==> src/hw/rtl/pdac_pkg.sv <==
// shared constants and control/status types of the packet deframer
package pdac_pkg;

   localparam int MAX_PAYLOAD = 64;
   localparam int PAYLOAD_AW  = $clog2(MAX_PAYLOAD);
   localparam int BYTE_W      = 8;
   localparam int LEN_W       = 7;
   localparam int IDX_W       = 6;
   localparam int RSP_DATA_W  = 40;
   localparam int CSR_AW      = 3;

   // register indexes of the configuration port
   localparam logic [CSR_AW-3:0] REG_START_BYTE = 1'b0;
   localparam logic [BYTE_W-1:0] START_BYTE_RESET = 8'hAA;

   // commands from the controller to the datapath
   typedef struct packed {
      logic clr_sum;
      logic ld_cmd;
      logic ld_type;
      logic ld_len;
      logic wr_data;
      logic start_dump;
      logic dump_en;
      logic hdr_load;
   } pdac_cmd_type;

   // status from the datapath to the controller
   typedef struct packed {
      logic start_hit;
      logic len_over;
      logic len_zero_in;
      logic data_last;
      logic sum_match;
      logic len_zero_hold;
      logic dump_done;
      logic out_free;
   } pdac_status_type;

endpackage

==> src/hw/rtl/pdac_ram.sv <==
// generic single-write, single-read ram with registered read data
module pdac_ram #(
   parameter int WIDTH = 8,
   parameter int DEPTH = 64
) (
   input  logic                     clock,
   input  logic                     wr_en,
   input  logic [$clog2(DEPTH)-1:0] wr_addr,
   input  logic [WIDTH-1:0]         wr_data,
   input  logic                     rd_en,
   input  logic [$clog2(DEPTH)-1:0] rd_addr,
   output logic [WIDTH-1:0]         rd_data
);

   logic [WIDTH-1:0] mem_ff [DEPTH];
   logic [WIDTH-1:0] rd_data_ff;

   always_ff @(posedge clock) begin
      if (wr_en) begin
         mem_ff[wr_addr] <= wr_data;
      end
      if (rd_en) begin
         rd_data_ff <= mem_ff[rd_addr];
      end
   end

   assign rd_data = rd_data_ff;

endmodule

==> src/hw/rtl/pdac_datapath.sv <==
// header registers, running sum, payload memory and result register
module pdac_datapath (
   input  logic                                  clock,
   input  logic                                  reset,
   input  logic [pdac_pkg::BYTE_W-1:0]           rx_byte,
   input  logic [pdac_pkg::BYTE_W-1:0]           start_byte,
   input  pdac_pkg::pdac_cmd_type                cmd,
   output pdac_pkg::pdac_status_type             status,
   output logic                                  rsp_tvalid,
   input  logic                                  rsp_tready,
   output logic [pdac_pkg::RSP_DATA_W-1:0]       rsp_tdata,
   output logic                                  rsp_tuser,
   output logic                                  rsp_tlast
);
   import pdac_pkg::*;

   logic [BYTE_W-1:0]     sum_ff, sum_in;
   logic [BYTE_W-1:0]     cmd_ff, cmd_in;
   logic [BYTE_W-1:0]     type_ff, type_in;
   logic [LEN_W-1:0]      len_ff, len_in;
   logic [LEN_W-1:0]      wr_idx_ff, wr_idx_in;
   logic [LEN_W-1:0]      rd_cnt_ff, rd_cnt_in;
   logic [IDX_W-1:0]      pend_idx_ff, pend_idx_in;
   logic                  pend_ff, pend_in;
   logic [BYTE_W-1:0]     ram_rdata;
   logic                  issue, move, out_free, hdr_take;

   logic                  out_valid_ff, out_valid_in;
   logic [BYTE_W-1:0]     o_cmd_ff, o_cmd_in;
   logic [BYTE_W-1:0]     o_type_ff, o_type_in;
   logic [LEN_W-1:0]      o_len_ff, o_len_in;
   logic [BYTE_W-1:0]     o_data_ff, o_data_in;
   logic [IDX_W-1:0]      o_idx_ff, o_idx_in;
   logic                  o_has_ff, o_has_in;
   logic                  o_last_ff, o_last_in;

   assign out_free = !out_valid_ff || rsp_tready;
   assign move     = pend_ff && out_free;
   assign issue    = cmd.dump_en && (rd_cnt_ff < len_ff) && (!pend_ff || move);
   assign hdr_take = cmd.hdr_load && out_free;

   always_comb begin
      sum_in    = sum_ff;
      cmd_in    = cmd_ff;
      type_in   = type_ff;
      len_in    = len_ff;
      wr_idx_in = wr_idx_ff;
      if (cmd.clr_sum) begin
         sum_in = '0;
      end
      if (cmd.ld_cmd || cmd.ld_type || cmd.ld_len || cmd.wr_data) begin
         sum_in = sum_ff + rx_byte;
      end
      if (cmd.ld_cmd) begin
         cmd_in = rx_byte;
      end
      if (cmd.ld_type) begin
         type_in = rx_byte;
      end
      if (cmd.ld_len) begin
         len_in    = rx_byte[LEN_W-1:0];
         wr_idx_in = '0;
      end
      if (cmd.wr_data) begin
         wr_idx_in = wr_idx_ff + 1'b1;
      end
   end

   always_comb begin
      rd_cnt_in   = rd_cnt_ff;
      pend_idx_in = pend_idx_ff;
      pend_in     = pend_ff;
      if (cmd.start_dump) begin
         rd_cnt_in = '0;
      end else if (issue) begin
         rd_cnt_in = rd_cnt_ff + 1'b1;
      end
      if (issue) begin
         pend_idx_in = rd_cnt_ff[IDX_W-1:0];
         pend_in     = 1'b1;
      end else if (move) begin
         pend_in = 1'b0;
      end
   end

   always_comb begin
      out_valid_in = out_valid_ff;
      o_cmd_in     = o_cmd_ff;
      o_type_in    = o_type_ff;
      o_len_in     = o_len_ff;
      o_data_in    = o_data_ff;
      o_idx_in     = o_idx_ff;
      o_has_in     = o_has_ff;
      o_last_in    = o_last_ff;
      if (rsp_tready) begin
         out_valid_in = 1'b0;
      end
      if (move) begin
         out_valid_in = 1'b1;
         o_cmd_in     = cmd_ff;
         o_type_in    = type_ff;
         o_len_in     = len_ff;
         o_data_in    = ram_rdata;
         o_idx_in     = pend_idx_ff;
         o_has_in     = 1'b1;
         o_last_in    = ({1'b0, pend_idx_ff} + 1'b1) == len_ff;
      end else if (hdr_take) begin
         out_valid_in = 1'b1;
         o_cmd_in     = cmd_ff;
         o_type_in    = type_ff;
         o_len_in     = len_ff;
         o_data_in    = '0;
         o_idx_in     = '0;
         o_has_in     = 1'b0;
         o_last_in    = 1'b1;
      end
   end

   always_ff @(posedge clock) begin
      if (reset) begin
         sum_ff       <= '0;
         cmd_ff       <= '0;
         type_ff      <= '0;
         len_ff       <= '0;
         wr_idx_ff    <= '0;
         rd_cnt_ff    <= '0;
         pend_ff      <= 1'b0;
         out_valid_ff <= 1'b0;
      end else begin
         sum_ff       <= sum_in;
         cmd_ff       <= cmd_in;
         type_ff      <= type_in;
         len_ff       <= len_in;
         wr_idx_ff    <= wr_idx_in;
         rd_cnt_ff    <= rd_cnt_in;
         pend_ff      <= pend_in;
         out_valid_ff <= out_valid_in;
      end
      pend_idx_ff <= pend_idx_in;
      o_cmd_ff    <= o_cmd_in;
      o_type_ff   <= o_type_in;
      o_len_ff    <= o_len_in;
      o_data_ff   <= o_data_in;
      o_idx_ff    <= o_idx_in;
      o_has_ff    <= o_has_in;
      o_last_ff   <= o_last_in;
   end

   pdac_ram #(
      .WIDTH (BYTE_W),
      .DEPTH (MAX_PAYLOAD)
   ) u_payload_ram (
      .clock   (clock),
      .wr_en   (cmd.wr_data),
      .wr_addr (wr_idx_ff[PAYLOAD_AW-1:0]),
      .wr_data (rx_byte),
      .rd_en   (issue),
      .rd_addr (rd_cnt_ff[PAYLOAD_AW-1:0]),
      .rd_data (ram_rdata)
   );

   assign status.start_hit     = rx_byte == start_byte;
   assign status.len_over      = rx_byte > BYTE_W'(MAX_PAYLOAD);
   assign status.len_zero_in   = rx_byte == '0;
   assign status.data_last     = (wr_idx_ff + 1'b1) >= len_ff;
   assign status.sum_match     = rx_byte == sum_ff;
   assign status.len_zero_hold = len_ff == '0;
   assign status.dump_done     = (rd_cnt_ff == len_ff) && !pend_ff;
   assign status.out_free      = out_free;

   assign rsp_tvalid = out_valid_ff;
   assign rsp_tdata  = {3'b000, o_idx_ff, o_data_ff, o_len_ff, o_type_ff, o_cmd_ff};
   assign rsp_tuser  = o_has_ff;
   assign rsp_tlast  = o_last_ff;

endmodule

==> src/hw/rtl/pdac_ctrl.sv <==
// framing state machine of the packet deframer
module pdac_ctrl (
   input  logic                      clock,
   input  logic                      reset,
   input  logic                      req_tvalid,
   output logic                      req_tready,
   input  pdac_pkg::pdac_status_type status,
   output pdac_pkg::pdac_cmd_type    cmd
);
   import pdac_pkg::*;

   typedef enum logic [2:0] {
      ST_HUNT,
      ST_CMD,
      ST_TYPE,
      ST_LEN,
      ST_DATA,
      ST_CHECK,
      ST_DUMP,
      ST_HDR
   } state_type;

   state_type state_ff, state_in;
   logic      tready_ff, tready_in;
   logic      accept;

   assign accept = req_tvalid && tready_ff;

   always_comb begin
      state_in = state_ff;
      cmd      = '0;
      unique case (state_ff)
         ST_HUNT: begin
            if (accept && status.start_hit) begin
               cmd.clr_sum = 1'b1;
               state_in    = ST_CMD;
            end
         end
         ST_CMD: begin
            if (accept) begin
               cmd.ld_cmd = 1'b1;
               state_in   = ST_TYPE;
            end
         end
         ST_TYPE: begin
            if (accept) begin
               cmd.ld_type = 1'b1;
               state_in    = ST_LEN;
            end
         end
         ST_LEN: begin
            if (accept) begin
               cmd.ld_len = 1'b1;
               if (status.len_over) begin
                  state_in = ST_HUNT;
               end else if (status.len_zero_in) begin
                  state_in = ST_CHECK;
               end else begin
                  state_in = ST_DATA;
               end
            end
         end
         ST_DATA: begin
            if (accept) begin
               cmd.wr_data = 1'b1;
               if (status.data_last) begin
                  state_in = ST_CHECK;
               end
            end
         end
         ST_CHECK: begin
            if (accept) begin
               if (!status.sum_match) begin
                  state_in = ST_HUNT;
               end else if (status.len_zero_hold) begin
                  state_in = ST_HDR;
               end else begin
                  cmd.start_dump = 1'b1;
                  state_in       = ST_DUMP;
               end
            end
         end
         ST_DUMP: begin
            cmd.dump_en = 1'b1;
            if (status.dump_done) begin
               state_in = ST_HUNT;
            end
         end
         ST_HDR: begin
            cmd.hdr_load = 1'b1;
            if (status.out_free) begin
               state_in = ST_HUNT;
            end
         end
         default: begin
            state_in = ST_HUNT;
         end
      endcase
      tready_in = (state_in != ST_DUMP) && (state_in != ST_HDR);
   end

   always_ff @(posedge clock) begin
      if (reset) begin
         state_ff  <= ST_HUNT;
         tready_ff <= 1'b1;
      end else begin
         state_ff  <= state_in;
         tready_ff <= tready_in;
      end
   end

   assign req_tready = tready_ff;

endmodule

==> src/hw/rtl/packet_deframer_add_checksum_core.sv <==
// top level of the start-byte framed packet receiver with additive checksum
//
// takes one received byte per transaction on req_ and hunts for the start byte
// (csr register 0, reset 0xaa); then command, type, length and payload bytes
// are taken one per cycle, and the next byte is compared with the 8-bit
// wrapping sum of everything after the start byte. a good packet comes out
// on rsp_ as one transaction per payload byte (tlast on the final one), or
// as one header-only transaction with tuser low for an empty payload; a bad
// checksum or a length above 64 drops the packet without output. while the
// framing runs, one byte is accepted every cycle. after a good checksum the
// payload is read back from the 64-entry payload ram through its registered
// read port, one result per cycle while rsp_tready is high, and req_tready
// stays low until every result has reached the output register. the output
// register lets the next packet be framed while the last result still waits.
// the payload ram needs no clearing pass after reset.
module packet_deframer_add_checksum_core (
   input  logic                                  clock,
   input  logic                                  reset,
   // rx_byte[7:0]
   input  logic                                  req_tvalid,
   output logic                                  req_tready,
   input  logic [pdac_pkg::BYTE_W-1:0]           req_tdata,
   // packet_cmd[7:0], packet_type[15:8], packet_len[22:16], data_byte[30:23],
   // byte_index[36:31], zero fill[39:37]
   output logic                                  rsp_tvalid,
   input  logic                                  rsp_tready,
   output logic [pdac_pkg::RSP_DATA_W-1:0]       rsp_tdata,
   // has_data[0]
   output logic                                  rsp_tuser,
   output logic                                  rsp_tlast,
   // configuration port
   input  logic                                  csr_psel,
   input  logic                                  csr_penable,
   input  logic                                  csr_pwrite,
   input  logic [pdac_pkg::CSR_AW-1:0]           csr_paddr,
   input  logic [31:0]                           csr_pwdata,
   output logic [31:0]                           csr_prdata,
   output logic                                  csr_pready
);
   import pdac_pkg::*;

   logic [BYTE_W-1:0] start_byte_ff, start_byte_in;
   logic              csr_wr;
   pdac_cmd_type      cmd;
   pdac_status_type   status;

   // register file: only the start byte lives here
   assign csr_pready = 1'b1;
   assign csr_wr     = csr_psel && csr_penable && csr_pwrite && csr_pready;

   always_comb begin
      start_byte_in = start_byte_ff;
      if (csr_wr && (csr_paddr[CSR_AW-1:2] == REG_START_BYTE)) begin
         start_byte_in = csr_pwdata[BYTE_W-1:0];
      end
   end

   always_ff @(posedge clock) begin
      if (reset) begin
         start_byte_ff <= START_BYTE_RESET;
      end else begin
         start_byte_ff <= start_byte_in;
      end
   end

   // reads outside the register list return zero
   assign csr_prdata = (csr_paddr[CSR_AW-1:2] == REG_START_BYTE) ?
                       {{(32 - BYTE_W){1'b0}}, start_byte_ff} : '0;

   // framing controller
   pdac_ctrl u_ctrl (
      .clock      (clock),
      .reset      (reset),
      .req_tvalid (req_tvalid),
      .req_tready (req_tready),
      .status     (status),
      .cmd        (cmd)
   );

   // header holds, sum, payload ram and result register
   pdac_datapath u_datapath (
      .clock      (clock),
      .reset      (reset),
      .rx_byte    (req_tdata),
      .start_byte (start_byte_ff),
      .cmd        (cmd),
      .status     (status),
      .rsp_tvalid (rsp_tvalid),
      .rsp_tready (rsp_tready),
      .rsp_tdata  (rsp_tdata),
      .rsp_tuser  (rsp_tuser),
      .rsp_tlast  (rsp_tlast)
   );

   // no input transaction is taken while the payload is being replayed
   a_no_input_in_dump : assert property (@(posedge clock) disable iff (reset)
      (cmd.dump_en || cmd.hdr_load) |-> !req_tready)
      else $error("input accepted during packet output");

   // a header-only result is the single, last one of an empty packet
   a_header_only : assert property (@(posedge clock) disable iff (reset)
      (rsp_tvalid && !rsp_tuser) |->
         (rsp_tlast && (rsp_tdata[22:16] == '0) && (rsp_tdata[36:23] == '0)))
      else $error("malformed header-only result");

   // tlast on a payload result marks exactly the final byte index
   a_last_index : assert property (@(posedge clock) disable iff (reset)
      (rsp_tvalid && rsp_tuser) |->
         (rsp_tlast == (({1'b0, rsp_tdata[36:31]} + 7'd1) == rsp_tdata[22:16])))
      else $error("tlast does not match payload length");

endmodule

==> config.mk <==
export PLATFORM = sky130hd
export DESIGN_NAME = packet_deframer_add_checksum_core
export DESIGN_NICKNAME = d
export VERILOG_FILES = /design/src/hw/rtl/pdac_pkg.sv /design/src/hw/rtl/pdac_ram.sv /design/src/hw/rtl/pdac_datapath.sv /design/src/hw/rtl/pdac_ctrl.sv /design/src/hw/rtl/packet_deframer_add_checksum_core.sv
export SDC_FILE = /design/constraint.sdc
export NUM_CORES = 1
export LEC_CHECK = 0
export BUFFER_PORTS_ARGS = -buffer_cell sky130_fd_sc_hd__buf_2
export CAP_MARGIN = 20
export CORE_UTILIZATION = 50
export DETAILED_ROUTE_END_ITERATION = 7
export MAX_ROUTING_LAYER = met4
export PLACE_DENSITY = 0.67
export SETUP_SLACK_MARGIN = 0.5
export SLEW_MARGIN = 10
export SYNTH_ARGS = -nofsm -noshare
export SYNTH_HDL_FRONTEND = slang
export SYNTH_SLANG_ARGS = --single-unit
==> constraint.sdc <==
create_clock -name clock -period 4.7 [get_ports clock]
set_input_delay 0.235 -clock clock [delete_from_list [all_inputs] [get_ports clock]]
set_output_delay 0.235 -clock clock [all_outputs]
set_load 0.03 [all_outputs]
# Word-level counts from Yosys, hierarchy flattened
# Memories as Yosys holds them, arrays and structs flattened. A register that Yosys moved wholly into a read port is not among the register bits.
# Cells that the tools add are included.
[totals]
input_bits = 50
mem_count = 1
output_inout_bits = 77
ramBits = 512
regBits = 104
wordCells = 119
[mem_list]
columns = ["name", "depth", "width", "rd", "rd_clocked_by_memory_dff", "write_ports", "line_no", "text"]
rows = [
  ["u_datapath.u_payload_ram.mem_ff", 64, 8, 1, 1, 1, "pdac_ram.sv:15", "logic [WIDTH-1:0] mem_ff [DEPTH];"],
]
[classes]
n_lt_le_gt_ge = 3
bitwise = 1
muxes = 51
reduce_logical = 27
n_addsub = 4
eq_ne = 13
[ops]
columns = ["cell", "n"]
rows = [
  ["$mux W8", 9],
  ["$mux W3", 11],
  ["$mux W7", 4],
  ["$mux W1", 24],
  ["$pmux W3 S8", 1],
  ["$eq A8 B8 Y1", 2],
  ["$add A7 B1 Y7 const B", 2],
  ["$eq A7 B7 Y1", 2],
  ["$eq A3 B3 Y1 const B", 4],
  ["$mux W6", 2],
  ["$logic_and A1 B1 Y1", 11],
  ["$add A8 B8 Y8", 1],
  ["$gt A8 B7 Y1 const B", 1],
  ["$logic_not A8 Y1", 1],
  ["$reduce_bool A2 Y1", 4],
  ["$add A6 B1 Y7 const B", 1],
  ["$ge A7 B7 Y1", 1],
  ["$logic_not A7 Y1", 1],
  ["$lt A7 B7 Y1", 1],
  ["$eq A3 B2 Y1 const B", 2],
  ["$ne A3 B3 Y1 const B", 2],
  ["$logic_or A1 B1 Y1", 5],
  ["$eq A3 B1 Y1 const B", 1],
  ["$logic_not A3 Y1", 1],
  ["4 further kinds", 5],
]

# Depth between registers and ports, before layout
# Gate-level depths: netlist of run 1.
[logic_depth]
ltp_word = 7
mapped_depth = 10
mapped_depth_nobuf = 9

# Hierarchy
# Synthesis of run 1 repeated with hierarchy kept, for this count alone.
[hier_totals]
hier_cells = 1460
area_unflattened_um2 = 25545.8
[modules_own_cells]
columns = ["module", "seq_area_each_um2", "cells_per_inst", "area_per_inst_um2", "n_inst"]
rows = [
  ["pdac_ram", 15615.0, 940, 20246.9, 1],
  ["pdac_datapath", 2282.2, 404, 4347.9, 1],
  ["packet_deframer_add_checksum_core", 160.2, 70, 610.6, 1],
  ["pdac_ctrl", 80.1, 46, 340.3, 1],
]

# Worst setup path after synthesis of run 1
# OpenSTA, ideal clock, no wires.
[synth_timing]
path_kind = "reg-to-reg"
start = "register u_datapath.rd_cnt_ff[0]"
end = "register u_datapath.pend_idx_ff[0] (enable)"
period_less_slack_ps = 2919
path_stages_with_launch = 10
setup_slack_ps = 1781
t_required_ps = 4297
setup_time_ps = 403
arrival_time_ps = 2516
path_buffers = 3
path_cell_list = "dfxtp_1 > buf_6 > buf_4 > buf_2 > inv_1 > ha_1 > nor2b_1 > o21ai_0 > a21oi_1 > nor3_1"
[synth_between]
elab_chain_cells = 3
[synth_lines]
columns = ["item", "line_no", "text"]
rows = [
  ["from (decl)", "pdac_datapath.sv:22", "logic [LEN_W-1:0] rd_cnt_ff, rd_cnt_in;"],
  ["from (signal assigned)", "pdac_datapath.sv:135", "rd_cnt_ff <= rd_cnt_in;"],
  ["$lt A7 B7 Y1", "pdac_datapath.sv:39", "assign issue = cmd.dump_en && (rd_cnt_ff < len_ff) && (!pend_ff || move);"],
  ["$logic_and A1 B1 Y1 (2 in a row)", "pdac_datapath.sv:39", ""],
  ["net u_datapath.issue", "pdac_datapath.sv:26", "logic issue, move, out_free, hdr_take;"],
  ["to (signal assigned)", "pdac_datapath.sv:139", "pend_idx_ff <= pend_idx_in;"],
  ["to (decl)", "pdac_datapath.sv:23", "logic [IDX_W-1:0] pend_idx_ff, pend_idx_in;"],
]
# The timed path passes the listed nets, and every way through them passes these cells.
# A chain may end at the register's enable or synchronous reset.

# Worst setup path in the final report of run 1
[layout_timing]
start = "register u_ctrl.state_ff[2]"
end = "memory u_datapath.u_payload_ram.mem_ff[38][5] (enable)"
[layout_between]
elab_chain_cells = 4
[layout_lines]
columns = ["item", "line_no", "text"]
rows = [
  ["from (decl)", "pdac_ctrl.sv:23", "state_type state_ff, state_in;"],
  ["from (signal assigned)", "pdac_ctrl.sv:107", "state_ff <= state_in;"],
  ["$eq A3 B3 Y1", "pdac_ctrl.sv:32", "unique case (state_ff)"],
  ["$mux W1", "pdac_ctrl.sv:32", ""],
  ["$mux W1", "pdac_ram.sv:19", "if (wr_en) begin"],
  ["$mux W1 (not written as such)", "pdac_ram.sv:20", "mem_ff[wr_addr] <= wr_data;"],
  ["to (decl)", "pdac_ram.sv:15", ""],
]
# No other way between the ends.

==> results of run 1 <==
-- layer usage --
layer  vias to the layer above  wire length [um]
li1                       5937                 -
met1                      6854             23900
met3                        98              3590
met4                         0              1600
met5                         -                 0
met2                       518             26600
-- cell usage in the layout (no fill, tap or decap), types with 11 or more instances in the layout --
cell	count
edfxtp_1	564
mux4_2	114
nor2_1	109
buf_2	72
nand2_1	69
clkbuf_16	61
dfxtp_1	57
nand3_1	38
mux2i_1	37
a21oi_1	36
buf_4	31
conb_1	28
ha_1	24
and3_1	22
nor2b_1	19
a22oi_1	18
nor3_1	16
clkinv_1	16
a221oi_1	16
o21ai_0	15
clkinv_2	15
inv_1	14
xor2_1	14
xnor2_1	13
nor4_1	11
-- power by group through the flow --
| stage | combinational (mW) | sequential [mW] | clock [mW] |
|---|---|---|---|
| finish | 0.192 | 6.04 | 4.84 |
| global route | 0.209 | 6.03 | 5.11 |
| CTS | 0.194 | 6.04 | 4.91 |
| detailed placement | 0.189 | 6.15 | 0 |
| global placement | 0.183 | 6.15 | 0 |
| floorplan | 0.0858 | 6.16 | 0 |
-- final timing paths --
kind,to,start,slack (ns),cells past startpoint
hold reg to reg,u_datapath.o_cmd_ff[1],u_datapath.cmd_ff[1],0.43,0
setup reg to reg,u_datapath.u_payload_ram.mem_ff[38][5],u_ctrl.state_ff[2],1.18,4
setup / recovery,u_datapath.u_payload_ram.mem_ff[38][5],u_ctrl.state_ff[2],1.18,4
hold / removal,u_datapath.pend_ff,rsp_tready,0.07,4
-- logic make-up (layout without fill, tap and decap cells) --
group	after synthesis	after routing	synth area share, %
other	2	29	0.0297
flip-flops	624	624	71.8
XOR/XNOR	27	27	0.936
multiplexers	166	166	12.6
AO/OA/AOI/OAI	149	149	4.15
AND/OR/NAND/NOR	343	343	6.66
adder cells (fa/ha/maj)	25	25	1.27
buffers and inverters	117	237	2.62
-- state kept, by name, summed over array words and instances, names as in the netlist, 3 cells and up --
register,count
start_byte_ff,8
u_ctrl.state_ff,3
u_datapath.cmd_ff,8
u_datapath.len_ff,7
u_datapath.o_cmd_ff,8
u_datapath.o_data_ff,8
u_datapath.o_idx_ff,6
u_datapath.o_len_ff,7
u_datapath.o_type_ff,8
u_datapath.pend_idx_ff,6
u_datapath.rd_cnt_ff,7
u_datapath.sum_ff,8
u_datapath.type_ff,8
u_datapath.u_payload_ram.mem_ff,512
u_datapath.u_payload_ram.rd_data,8
u_datapath.wr_idx_ff,7
-- layout make-up --
class                           instances  area (um2)  area share [%]
Inverter                               16        60.1           0.212
Clock inverter                         43         447            1.58
Antenna cell                            1        2.50         0.00882
Clock buffer                           64        1540            5.42
Sequential cell                       624       18100            64.0
Multi-Input combinational cell        738        6590            23.2
Tap cell                              672         841            2.96
Timing Repair Buffer                  114         733            2.59
-- worst reg2reg max path: cells and delay by family, from the launching register on --
family	cells	cell delay [ns]
flops	1	0.62
simple gates	4	2.53
-- what timing repair did --
item | in CTS | in global routing
endpoints found under the hold margin | 8 | 0
endpoints found under the setup margin | 0 | 0
gates resized for setup | 0 | 0
hold buffers | 8 | 0
==> summary.md, run 1 <==
| Metric | Value |
|---|---|
| Critical-path cell list | `or3b_1, nor3_1, nand3_1, nor2_1` |
| Syn. warnings | `0` |
| CTS max path bufs | `3` |
| CTS sink cnt | `624` |
| Max-Cap Viols | `0` |
| CTS tree | `done` |
| Clk slew on worst S/H paths | `0.07 ns` |
| Pwr dens | `390 mW/mm2` |
| Max-slew violations | `0` |
| CTS root buf | `clkbuf_16` |
| Clock power share | `43.8%` |
| Register share of total power | `54.5%` |
| Routed Antenna Nets | `0` |
| Post CTS Setup Buffer Count | `0` |
| Finish-stage setup viols | `0` |
| Initial antenna violation count | `2` |
| Area Overhead vs Synth | `12.2%` |
| Final core occ | `56.8%` |
| GPL Wtd Cong | `0.856` |
| Int Power | `8.91 mW` |
| Row Count | `82` |
| Leak | `9.09 nW` |
| Comb pwr share | `1.7%` |
| Cells after synthesis | `1453` |
| Place WS | `1.26 ns` |
| Drt wl/cell | `24.5 um` |
| CTS buffer count | `59` |
| CP bufs+invs | `0` |
| Largest cells by area after synthesis | `edfxtp_1 67%, mux4_2 10%, dfxtp_1 4.8%` |
| GR Util met1 | `31.4%` |
| Data arrival, critical path | `3.77 ns` |
| First-pass GRT wire length | `83300 um` |
| Worst stage delay on the critical path | `0.89 ns` |
| Most common cell in the netlist | `edfxtp_1` |
| Largest net degree at the start of global routing | `69` |
| Total negative slack | `0 ns` |
| Die Ht | `227 um` |
| FFs w/ async S/R, synth | `0%` |
| Worst Setup Start Kind | `register` |
| Number of global-route vias before repair | `13200` |
| Iter 0 DRT Violations | `1388` |
| Post-synth EDFFs | `564` |
| Die extent in x | `227 um` |
| Grt met2 use | `35.1%` |
| Seq/Total Area, Yosys | `71.8%` |
| Die ar. | `0.0515 mm2` |
| Tot Pwr | `11.1 mW` |
| Net Sw Power | `2.16 mW` |
| Tcrit/Tclk final | `75.0%` |
| Slew headroom | `30.8%` |
| I/O pin total | `127` |
| Layout Cells excl Fill | `2272` |
| Fmax | `284 MHz` |
| Share of the synthesized area in the top cell type | `67.0%` |
| Initial DRT Pass Iterations | `5` |
| Maximum vdd drop | `292 uV` |
| CP required | `4.94 ns` |
| Drt drc | `0` |
| GR met3 Demand/Resource | `3.58%` |
| CP max FO | `14` |
| Layout cells sized above 1 | `20.7%` |
| FILL cells | `3784` |
| Dpl cells | `2156` |
| Clock skew | `0.0216 ns` |
| Synth Register Bits | `624` |
| Starting Density | `50.6%` |
| Sw Share | `19.5%` |
| DR vias | `13400` |
| Total global-route track usage | `22.9%` |
| Mapped cell area | `0.0253 mm2` |
| Clk_lat worst skew | `0.61 ns` |
| CP max stage cell | `nor2_1` |
| Fin area | `0.0284 mm2` |
| Kind of cell adding the most delay to the critical path | `simple AND/OR/NAND/NOR gates` |
| H-tree depth | `2` |
| Final worst slack | `1.18 ns` |
| Core area | `0.0500 mm2` |
| Crit end category | `register` |
| Port Buffers | `72` |
| Min Clock Period, post-route | `3.52 ns` |
| Run status | `finished, final reports clean` |
| Hpwl dp | `35400 um` |
| Final WL | `55700 um` |
| Mean Syn Cell Area | `17.4 um2` |
| Hold crit path type | `in -> reg` |
| Gr busiest metal | `met2` |
| Fin Hold WS | `0.0709 ns` |
| Placed inst area | `0.0263 mm2` |
| RSZ-0062 raised after global routing | `false` |
| Commonest cells in the synthesized netlist | `564 x edfxtp_1, 114 x mux4_2, 111 x nor2_1` |
| Vias per cell | `5.90` |
| GRT overflow | `0` |
| Final Hold Vio Count | `0` |
| Distinct cells, synth | `63` |
| CP Class | `reg -> reg` |
| Main synth FF type | `edfxtp_1` |
| Final-stage net count | `1628` |
| Worst-margin pin slew | `1.03 ns` |
| Leading area contributor after synthesis | `edfxtp_1` |
(Power assumes the default switching activity.)
==> run 2, diff against run 1 <==
Clock period 4.7 ns to 3.4 ns, I/O delays scaled along.
==> summary.md, run 2 (synthesized netlist as in run 1, its figures left out) <==
| Metric | Value |
|---|---|
| Die ar. | `0.0515 mm2` |
| Most frequent cells in the layout | `564 x edfxtp_1, 114 x mux4_2, 111 x buf_4` |
| Pwr dens | `530 mW/mm2` |
| First-pass GRT wire length | `86700 um` |
| Worst stage delay on the critical path | `0.63 ns` |
| Fmax | `352 MHz` |
| Run status | `finished, final reports clean` |
| Hpwl dp | `37100 um` |
| Initial antenna violation count | `0` |
| CTS root buf | `clkbuf_16` |
| CP required | `3.71 ns` |
| Final worst slack | `0.557 ns` |
| Clk_lat worst skew | `0.62 ns` |
| Worst path most repeated cell | `nor2_1` |
| Place WS | `0.575 ns` |
| Die extent in x | `227 um` |
| Drt wl/cell | `24.9 um` |
| Drt drc | `0` |
| Critical-path cell list | `or3b_1, nor2_1, nand3_1, nor2_1, buf_4` |
| Most flop-heavy register | `u_datapath.u_payload_ram.mem_ff` |
| Min Clock Period, post-route | `2.84 ns` |
| Clock skew | `0.0126 ns` |
| Reg2Reg Depth | `5` |
| Critical Path Stages | `5` |
| Max reg flops | `512` |
| Routed Antenna Nets | `0` |
| H-tree depth | `2` |
| CP Class | `reg -> reg` |
| Tot Pwr | `15.4 mW` |
| Starting Density | `50.6%` |
| Max-slew violations | `0` |
| Kind of cell adding the most delay to the critical path | `simple AND/OR/NAND/NOR gates` |
| Area Overhead vs Synth | `15.3%` |
| Worst Setup Start Kind | `register` |
| Final Hold Vio Count | `0` |
| Vias per cell | `5.93` |
| Die Ht | `227 um` |
| CP startpoint | `u_ctrl.state_ff[2]` |
| Fin area | `0.0291 mm2` |
| Fin Hold WS | `0.0347 ns` |
| Leak | `9.59 nW` |
| CP bufs+invs | `1` |
| Final-stage net count | `1720` |
| Total negative slack | `0 ns` |
| Port Buffers | `72` |
| Most common cell after layout, fill and taps aside | `edfxtp_1` |
| Crit end category | `register` |
| R2r startpoint | `u_ctrl.state_ff[2]` |
| Largest net degree at the start of global routing | `69` |
| CP max stage cell | `dfxtp_1` |
| Initial DRT Pass Iterations | `7` |
| Layout Cells excl Fill | `2362` |
| GPL Wtd Cong | `0.886` |
| Tcrit/Tclk final | `83.6%` |
| Dpl cells | `2237` |
| Data arrival, critical path | `3.16 ns` |
| GRT overflow | `0` |
| Iter 0 DRT Violations | `1463` |
| RSZ-0062 raised after global routing | `true` |
| Hold_sp | `req_tdata[2]` |
| CTS tree | `done` |
| CTS buffer count | `58` |
| Number of global-route vias before repair | `13600` |
| Setup crit end | `u_datapath.u_payload_ram.mem_ff[53][7]` |
| Placed inst area | `0.0269 mm2` |
| R2r setup slk | `0.56 ns` |
| Total global-route track usage | `24.1%` |
| I/O pin total | `127` |
| Row Count | `82` |
| CP max FO | `14` |
| Layout cells sized above 1 | `24.7%` |
| Core area | `0.0500 mm2` |
| Hold crit path type | `in -> reg` |
| Finish-stage setup viols | `0` |
| CTS sink cnt | `624` |
| Clk slew on worst S/H paths | `0.06 ns` |
| Slew headroom | `30.5%` |
| DR vias | `14000` |
| Worst-margin pin slew | `1.04 ns` |
| Max-Cap Viols | `0` |
| N_diodes | `0` |
| Worst r2r dst | `u_datapath.u_payload_ram.mem_ff[53][7]` |
| Final core occ | `58.3%` |
| Final WL | `58700 um` |
| CTS max path bufs | `3` |
| Maximum vdd drop | `476 uV` |
[run 2: repair_timing]
action / in CTS / in global routing
buffers inserted: 0 / 1
hold endpoints to repair: 18 / 0
resized for setup: 0 / 3
hold buffers: 19 / 0
endpoints found under the setup margin: 0 / 92
[run 2: cell type report]
type,count,area [um2]
Timing Repair Buffer,207,1480
Fill cell,3649,20800
Multi-Input combinational cell,738,6600
Tap cell,672,841
Clock buffer,66,1520
Inverter,16,60.1
Sequential cell,624,18100
Clock inverter,39,492
[run 2: routing by layer]
layer | GRT usage [%] | share of wire, % | vias to the layer above | wire [um]
met5 | - | 0 | - | 0
li1 | - | - | 6123 | -
met4 | 8.91 | 3.4 | 0 | 1980
met1 | 32.7 | 42 | 7170 | 24500
met2 | 37.5 | 48 | 601 | 28200
met3 | 2.99 | 6.9 | 110 | 4040
[run 2: worst min-delay path by stage]
stage	to	depth (start not counted)	slack, ns
6_report	u_datapath.u_payload_ram.mem_ff[8][2]	2	0.03
3_3_place_gp	start_byte_ff[5]	3	0.39
2_1_floorplan	u_datapath.u_payload_ram.mem_ff[0][0]	0	0.27
3_5_place_dp	start_byte_ff[1]	3	0.39
5_1_grt	u_datapath.u_payload_ram.mem_ff[8][2]	2	0.05
4_1_cts	u_datapath.u_payload_ram.mem_ff[8][2]	2	0.01
[run 2: where the power goes]
group	internal, mW	total (mW)	leakage [nW]	switching [mW]
clock	4.04	6.82	0.981	2.79
combinational	0.0516	0.278	3.07	0.226
sequential	8.34	8.34	5.54	0.00330
[run 2: worst reg2reg max path, cell delays in order (launching register included)]
cell and delay, ns:
dfxtp_1 0.63, or3b_1 0.50, nor2_1 0.26, nand3_1 0.59, nor2_1 0.32, buf_4 0.24
==> run 3, diff against run 2 <==
Clock period 3.4 ns to 2.9 ns, I/O delays scaled along.
==> summary.md, run 3 (synthesized netlist as in run 1, its figures left out) <==
| Metric | Value |
|---|---|
| Vias per cell | `5.85` |
| Clk_lat worst skew | `0.64 ns` |
| Kind of cell adding the most delay to the critical path | `multiplexers` |
| Number of global-route vias before repair | `13700` |
| Drt wl/cell | `24.7 um` |
| R2r startpoint | `u_datapath.rd_cnt_ff[0]` |
| Most common cell after layout, fill and taps aside | `edfxtp_1` |
| RSZ-0062 raised after global routing | `false` |
| Clock skew | `0.0235 ns` |
| Iter 0 DRT Violations | `1504` |
| Min Clock Period, post-route | `2.34 ns` |
| GRT overflow | `0` |
| H-tree depth | `2` |
| DR vias | `14000` |
| Drt drc | `0` |
| Die Ht | `227 um` |
| Maximum vdd drop | `522 uV` |
| Leak | `9.71 nW` |
| Fin area | `0.0293 mm2` |
| Worst r2r dst | `u_datapath.u_payload_ram.rd_data[5]` |
| Reg2Reg Depth | `7` |
| Initial antenna violation count | `3` |
| Final WL | `59100 um` |
| Starting Density | `50.6%` |
| Hpwl dp | `38000 um` |
| CP max stage cell | `mux4_2` |
| Hold endpoint | `start_byte_ff[5]` |
| Routed Antenna Nets | `0` |
| CP Class | `reg -> reg` |
| CTS buffer count | `60` |
| First-pass GRT wire length | `87600 um` |
| Area Overhead vs Synth | `16.0%` |
| Fmax | `428 MHz` |
| Worst-margin pin slew | `0.976 ns` |
| Row Count | `82` |
| Hold_sp | `csr_pwrite` |
| Max-slew violations | `0` |
| Total negative slack | `0 ns` |
| Finish-stage setup viols | `0` |
| Largest net degree at the start of global routing | `70` |
| Final Hold Vio Count | `0` |
| Initial DRT Pass Iterations | `5` |
| Core area | `0.0500 mm2` |
| Critical-path cell list | `buf_12, buf_4, mux4_2, o22ai_1, nor3_1, nor2_1, o21ai_0` |
| Run status | `finished, final reports clean` |
| Tcrit/Tclk final | `80.6%` |
| Most flop-heavy register | `u_datapath.u_payload_ram.mem_ff` |
| Placed inst area | `0.0271 mm2` |
| Total global-route track usage | `24.2%` |
| Layout cells sized above 1 | `25.9%` |
| R2r setup slk | `0.56 ns` |
| Max reg flops | `512` |
| Critical Path Stages | `7` |
| Final-stage net count | `1748` |
| Most frequent cells in the layout | `564 x edfxtp_1, 133 x buf_4, 114 x mux4_2` |
| CP bufs+invs | `2` |
| Data arrival, critical path | `2.70 ns` |
| Die extent in x | `227 um` |
| CTS tree | `done` |
| CTS max path bufs | `3` |
| FILL cells | `3702` |
| Max-Cap Viols | `0` |
| CP required | `3.26 ns` |
| Area of the multi-input gates | `0.00664 mm2` |
| Clk slew on worst S/H paths | `0.06 ns` |
| CTS root buf | `clkbuf_16` |
| CP max FO | `11` |
| Die ar. | `0.0515 mm2` |
| Hold crit path type | `in -> reg` |
| Worst stage delay on the critical path | `0.51 ns` |
| Pwr dens | `600 mW/mm2` |
| Port Buffers | `72` |
| N_diodes | `0` |
| GPL Wtd Cong | `0.871` |
| Register area | `0.0181 mm2` |
| Hold depth | `4` |
| CTS sink cnt | `624` |
| Worst Setup Start Kind | `register` |
| Slew headroom | `34.7%` |
| Crit end category | `register` |
| I/O pin total | `127` |
==> run 3: changes by cell type in the layout (fill, tap and decap cells not counted), sizes merged <==
cell / change
inv: +1
bufinv: -9
dlygate4sd3: -4
buf: +30
clkbuf: +22
clkinv: -5
clkinvlp: -2
==> run 3: timing repair <==
action | CTS | global route
buffers inserted | 7 | 6
hold endpoints to repair | 31 | 0
endpoints found under the setup margin | 53 | 49
hold buffers | 15 | 0
resized for setup | 6 | 8
==> run 3: where the power goes <==
part	internal (mW)	switching, mW	leakage [nW]
Clock	4.20	3.27	0.917
Sequential	9.78	0.00379	5.53
Combinational	0.0643	0.266	3.26
Total	14.0	3.54	9.71
==> run 3: worst reg2reg max path: stages (launching register included) <==
cell     delay [ns]
dfxtp_4        0.40
buf_12         0.18
buf_4          0.20
mux4_2         0.51
o22ai_1        0.32
nor3_1         0.09
nor2_1         0.24
o21ai_0        0.16
==> run 3: area by class of cell <==
cell class	instances	area share (%)
Timing Repair Buffer	233	5.98
Clock buffer	88	5.75
Inverter	16	0.205
Sequential cell	624	61.9
Tap cell	672	2.87
Clock inverter	24	0.674
Multi-Input combinational cell	738	22.6
==> run 3: metal layers <==
layer / wire length, um / global-route usage [%]
met3: 4000 / 3.56
met2: 28400 / 37.6
met4: 1100 / 6.26
met5: 0 / -
met1: 25600 / 33.7
==> run 3: how the worst max path moves through the flow <==
stage,from,endpoint
final,u_datapath.rd_cnt_ff[0],u_datapath.u_payload_ram.rd_data[5]
after detailed placement,u_datapath.rd_cnt_ff[0],u_datapath.u_payload_ram.rd_data[1]
after floorplan,u_ctrl.req_tready,u_datapath.u_payload_ram.mem_ff[62][0]
after CTS,u_ctrl.state_ff[1],u_datapath.u_payload_ram.mem_ff[56][3]
after global placement,u_datapath.rd_cnt_ff[0],u_datapath.u_payload_ram.rd_data[3]
after global routing,u_datapath.wr_idx_ff[0],u_ctrl.state_ff[0]
==> run 3: metrics by stage <==
| stage | power, mW | instances | hold WS, ns | util [%] | setup WS [ns] |
|---|---|---|---|---|---|
| 2_1_floorplan | 10.1 | 1479 | 0.244 | - | 0.537 |
| 3_3_place_gp | 10.3 | 2255 | 0.360 | 54.2 | 0.267 |
| 3_5_place_dp | 10.3 | 2255 | 0.363 | 54.2 | 0.226 |
| 4_1_cts | 17.7 | 2389 | 0.0360 | 58.5 | 0.498 |
| 5_1_grt | 18.1 | 2395 | 0.0703 | 58.7 | 0.513 |
| 6_report | 17.6 | 2395 | 0.0763 | 58.7 | 0.562 |
